[src/hdl/atb_pkg.sv]
// ----------------------------------------------------------------------------
// atb_pkg: shared types and constants for the alias table builder
// Holds the build sequencer states, the fixed field widths and the message
// that each cell hands to its neighbor in the chain.
// ----------------------------------------------------------------------------
package atb_pkg;

  localparam int unsigned ProbW  = 31;
  localparam int unsigned FracW  = 32;
  localparam int unsigned CountW = 7;

  typedef enum logic [2:0] {
    ST_LOAD,
    ST_CLEAR,
    ST_SCAN,
    ST_APPLY,
    ST_EMIT
  } state_e;

  // Running candidates of one scan, handed from cell to cell.
  typedef struct packed {
    logic               found;
    logic signed [33:0] rmax;
    logic signed [33:0] rmin;
    logic [5:0]         jmax;
    logic [5:0]         jmin;
  } scan_t;

  // Update of one round, broadcast to every cell.
  typedef struct packed {
    logic               apply;
    logic [5:0]         jmax;
    logic [5:0]         jmin;
    logic signed [31:0] cons_max;
    logic signed [31:0] frac_min;
  } upd_t;

  function automatic logic signed [31:0] sat32(input logic signed [47:0] v);
    logic signed [31:0] r;
    if (v > 48'sd2147483647) r = 32'sh7fffffff;
    else if (v < -48'sd2147483648) r = 32'sh80000000;
    else r = v[31:0];
    return r;
  endfunction

endpackage

[src/hdl/atb_cell.sv]
// ----------------------------------------------------------------------------
// atb_cell: one table row of the alias table builder
// Keeps probability, consumed amount, alias and assigned flag for its row and
// folds its residual into the scan message on its way along the chain.
// ----------------------------------------------------------------------------
module atb_cell #(
  parameter logic [5:0] Idx = 6'd0
) (
  input  logic                clk_i,
  input  logic                rst_ni,
  input  logic                load_i,
  input  logic [30:0]         prob_i,
  input  logic                clear_i,
  input  logic                scan_i,
  input  logic                in_range_i,
  input  atb_pkg::scan_t      scan_in_i,
  output atb_pkg::scan_t      scan_out_o,
  input  atb_pkg::upd_t       upd_i,
  output logic [5:0]          alias_o,
  output logic signed [31:0]  cons_o
);

  logic [30:0]        prob_q;
  logic signed [31:0] cons_q;
  logic [5:0]         alias_q;
  logic               asg_q;
  logic signed [33:0] r;
  atb_pkg::scan_t     scan_d;
  atb_pkg::scan_t     scan_q;

  assign r = $signed({3'b000, prob_q}) - 34'(cons_q);

  always_comb begin
    scan_d = scan_in_i;
    if (scan_i && in_range_i && !asg_q) begin
      if (!scan_in_i.found || scan_in_i.rmax <= r) begin
        scan_d.rmax = r;
        scan_d.jmax = Idx;
      end
      if (!scan_in_i.found || scan_in_i.rmin >= r) begin
        scan_d.rmin = r;
        scan_d.jmin = Idx;
      end
      scan_d.found = 1'b1;
    end
  end

  // The scan message moves one cell along the chain per cycle.
  always_ff @(posedge clk_i) begin
    scan_q <= scan_d;
  end

  assign scan_out_o = scan_q;
  assign alias_o    = alias_q;
  assign cons_o     = cons_q;

  always_ff @(posedge clk_i or negedge rst_ni) begin
    if (!rst_ni) begin
      asg_q  <= 1'b0;
      cons_q <= '0;
    end else if (clear_i) begin
      asg_q  <= 1'b0;
      cons_q <= '0;
    end else if (upd_i.apply) begin
      if (upd_i.jmin == Idx) begin
        asg_q  <= 1'b1;
        cons_q <= upd_i.frac_min;
      end else if (upd_i.jmax == Idx) begin
        cons_q <= upd_i.cons_max;
      end
    end
  end

  always_ff @(posedge clk_i) begin
    if (load_i) prob_q <= prob_i;
    if (upd_i.apply && upd_i.jmin == Idx) alias_q <= upd_i.jmax;
  end

endmodule

[config.mk]
export PLATFORM = sky130hd
export DESIGN_NAME = atb_cell
export DESIGN_NICKNAME = d
export VERILOG_FILES = /design/src/hdl/atb_pkg.sv /design/src/hdl/atb_cell.sv
export SDC_FILE = /design/constraint.sdc
export NUM_CORES = 1
export LEC_CHECK = 0
export BUFFER_PORTS_ARGS = -buffer_cell sky130_fd_sc_hd__buf_2
export CORE_MARGIN = 3
export CORE_UTILIZATION = 40
export CTS_BUF_LIST = sky130_fd_sc_hd__clkbuf_4
export DETAILED_ROUTE_END_ITERATION = 7
export PLACE_DENSITY = 0.63
export SYNTH_ARGS = -nofsm -noshare
export SYNTH_HDL_FRONTEND = slang
export SYNTH_SLANG_ARGS = --single-unit
[constraint.sdc]
create_clock -name clk_i -period 6.9 [get_ports clk_i]
set_input_delay 0.345 -clock clk_i [delete_from_list [all_inputs] [get_ports clk_i]]
set_output_delay 0.345 -clock clk_i [all_outputs]
set_load 0.02 [all_outputs]
==> results.md <==
* Status: completed
* CP most frequent cell: inv_1
* GPL Wtd Cong at 0.878
* Register area share after synthesis at 40.2%
* Type of origin of the critical path: register
* Synthesis Warnings at 0
* Pwr/cell area at 238 mW/mm²
* Grt ovf at 0
* Row cnt at 53
* Area growth syn-to-layout at 34.7%
* Post-synth EDFFs at 37
* Area of the die at 0.0239 mm²
* Final Hold Viols at 0
* Final WL at 25.6 mm
* HPWL Detailed at 20.3 mm
* Yosys reg bits at 151
* Routed via count at 7479
* Final Util at 55.8%
* DR iter-0 viols at 353
* Tcrit/Tclk final at 89.4%
* Initial Util at 41.4%
* Sequential power share at 37.1%
* Clock Root Buffer: clkbuf_4
* Detail Route Antenna Nets at 0
* Clk pwr share at 21.9%
* RSZ-0062 raised after global routing: no
* Largest net degree at the start of global routing at 65
* Clock transition at path regs at 120 ps
* Setup tns final at 0 ps
* Final setup violation count at 0
* Final Max Tran Viols at 0
* Leakage power at 6.03 nW
* Combinational Power Share at 41.0%
* Post-Syn Area per Cell at 10.6 µm²
* Mapped Nets at 1127
* Crit Path Max Fanout at 31
* Vias in the first global route at 7608
* First drt pass iteration count at 5
* GRT Total Usage at 21.0%
* Crit Path Class: register to register
* Worst slew pin tran at 976 ps
* Worst stage delay on the critical path at 570 ps
* CP max stage cell: a211oi_1
* Setup Fix Bufs, Post-CTS at 0
* CTS tree: built
* # H-tree levels at 4
* CTS Buf Count at 17
* Post-Synthesis Cell Area at 0.00885 mm²
* Post-layout min period at 6170 ps
* Ports at 314
* Netlist cell types at 68
* Synthesized instance count at 836
* Clock Latency Late Sink at 560 ps
* Top_reg_cell synth: dfxtp_1
* Pwr Total at 2.84 mW
* Max-slew headroom at 34.7%
* Net Switching at 1.04 mW
* Type of the most critical hold path: input port to register
* Bufs on Longest Clock Path at 2
* Worst setup EP type: register
* Vias per cell at 4.89
* Worst vdd ir at 132 µV
* Setup Skew at 25.4 ps
* Max_cap viols at 0
* Int Pwr at 1.80 mW
* Core ar. at 0.0214 mm²
* Layout cells sized above 1 at 32.1%
* CTS sink count at 151
* CP arrival at 6610 ps
* Crit-path cells: inv_1, ha_1, nor2b_1, o31a_4, o41ai_4, a221o_2, o31ai_1, o22a_1, o21ai_0, o21ai_0, a211oi_1, inv_1, ha_1, nand4_1, nor2_1, nand3_1, inv_1, nand4_1, a211o_1, and4_1, o31ai_4, buf_4, mux2_1
* Global-route wire length before repair at 39.9 mm
* FMAX at 162 MHz
* Routed wire per std cell at 16.7 µm
* Required time of the critical path at 7350 ps
* IO Port Bufs at 313
* Drt drc at 0
* Switch share at 36.5%
* NumNets Final at 1532
* Chip Width at 155 µm
* Fraction of registers with async set or reset after synthesis at 21.9%
* Initial antenna violation count at 1
* Die Span Y at 155 µm
## cell usage after synthesis (all sizes together), types with 29 or more instances
library cell   n  area share (%)
dfxtp         81              18
nand2         58             2.5
a21o          29             2.5
o31ai         36             3.2
edfxtp        37              13
mux2          63             9.4
inv           84             3.6
dfrtp         33             9.3
nor2          34             1.4
mux2i         37             4.2
a21oi         45             2.6
ha            95              13
## registers in the layout, summed over array words and instances (netlist names)
| signal | cells |
|---|---|
| alias_o | 6 |
| asg_q | 1 |
| cons_o | 32 |
| prob_q | 31 |
| scan_out_o | 81 |
## final timing paths
path                            depth (start not counted)                   start                      to  slack (ps)
worst min register to register                          2  cons_o[23]$_DFFE_PN0P_  cons_o[23]$_DFFE_PN0P_         520
worst min-delay path                                    2           scan_in_i[77]  scan_out_o[77]$_DFF_P_          40
min in group asynchronous                               2                  rst_ni  cons_o[25]$_DFFE_PN0P_         370
max in group asynchronous                               2                  rst_ni  cons_o[22]$_DFFE_PN0P_        6050
worst max register to register                         23   cons_o[2]$_DFFE_PN0P_  scan_out_o[51]$_DFF_P_         730
worst max-delay path                                   23   cons_o[2]$_DFFE_PN0P_  scan_out_o[51]$_DFF_P_         730
## what timing repair did
| item | 4_1_cts | 5_1_grt |
|---|---|---|
| resized for setup | 0 | 0 |
| hold buffers | 91 | 2 |
| endpoints found under the hold margin | 123 | 2 |
## cells in the final DEF (no fill, tap or decap), types with 9 or more instances in the layout
cell type / Yosys / routed
a21o_1: 29 / 29
a21oi_1: 44 / 43
and2_1: 9 / 9
buf_2: 1 / 313
clkbuf_4: 0 / 18
dfrtp_1: 33 / 33
dfxtp_1: 81 / 81
dlygate4sd3_1: 0 / 93
edfxtp_1: 37 / 37
ha_1: 95 / 95
inv_1: 84 / 84
mux2_1: 29 / 29
mux2_4: 32 / 32
mux2i_1: 37 / 37
nand2_1: 58 / 57
nand2b_1: 9 / 9
nand3_1: 9 / 9
nand4_1: 20 / 20
nor2_1: 34 / 34
nor2b_1: 10 / 10
o21ai_0: 23 / 23
o31ai_1: 35 / 35
xnor2_1: 18 / 18
## layer usage
layer  vias up  routed length (µm)  GRT usage (%)
met5         -                   0              0
met4         0                 242           5.09
met3        12                1220           3.61
met2       227               12200           36.1
met1      3411               11900           27.6
li1       3829                   -              -
## power by group through the flow
stage          combinational (mW)  clock (mW)  sequential, mW
2_1_floorplan               0.658           0            1.18
3_3_place_gp                 1.11           0            1.07
3_5_place_dp                 1.12           0            1.07
4_1_cts                      1.17       0.644            1.05
5_1_grt                      1.29       0.673            1.06
6_report                     1.16       0.623            1.05
## worst max-delay path, delay by kind of cell, from the launching register on
| kind | cells | cell delay, ps |
|---|---|---|
| flip-flops | 1 | 410 |
| adder cells (fa/ha/maj) | 2 | 730 |
| AND/OR/NAND/NOR | 6 | 970 |
| AO/OA/AOI/OAI | 10 | 2770 |
| multiplexers | 1 | 380 |
| buffers and inverters | 4 | 790 |
## cell families after synthesis
logic type | share of synthesized area [%]
muxes | 13.6
and+or+nand+nor | 9.67
adders and majority gates | 13.8
xor gates and xnor gates | 2.89
DFF | 40.2
buffers and inverters | 5.06
AOI/OAI and AO/OA | 14.8
## through the flow
step,worst slack (ps),instances,cell area (µm²),hold WS [ps]
after floorplan,1700,836,8850,49.4
after global placement,916,1404,10700,448
after detailed placement,734,1404,10700,454
after CTS,706,1526,11900,0.168
after global routing,243,1529,11900,0.874
final,731,1529,11900,38.3
## final cells by class
class                      instances  area [µm²]
timing repair buffer             410        2530
tap                              275         344
clock buffer                      18         135
multi-input combinational        577        4850
sequential                       151        3560
fill                            1898        9440
inverter                          84         315
antenna                            1        2.50
clock inverter                    13         181
Power figures use the tool's default switching activity.
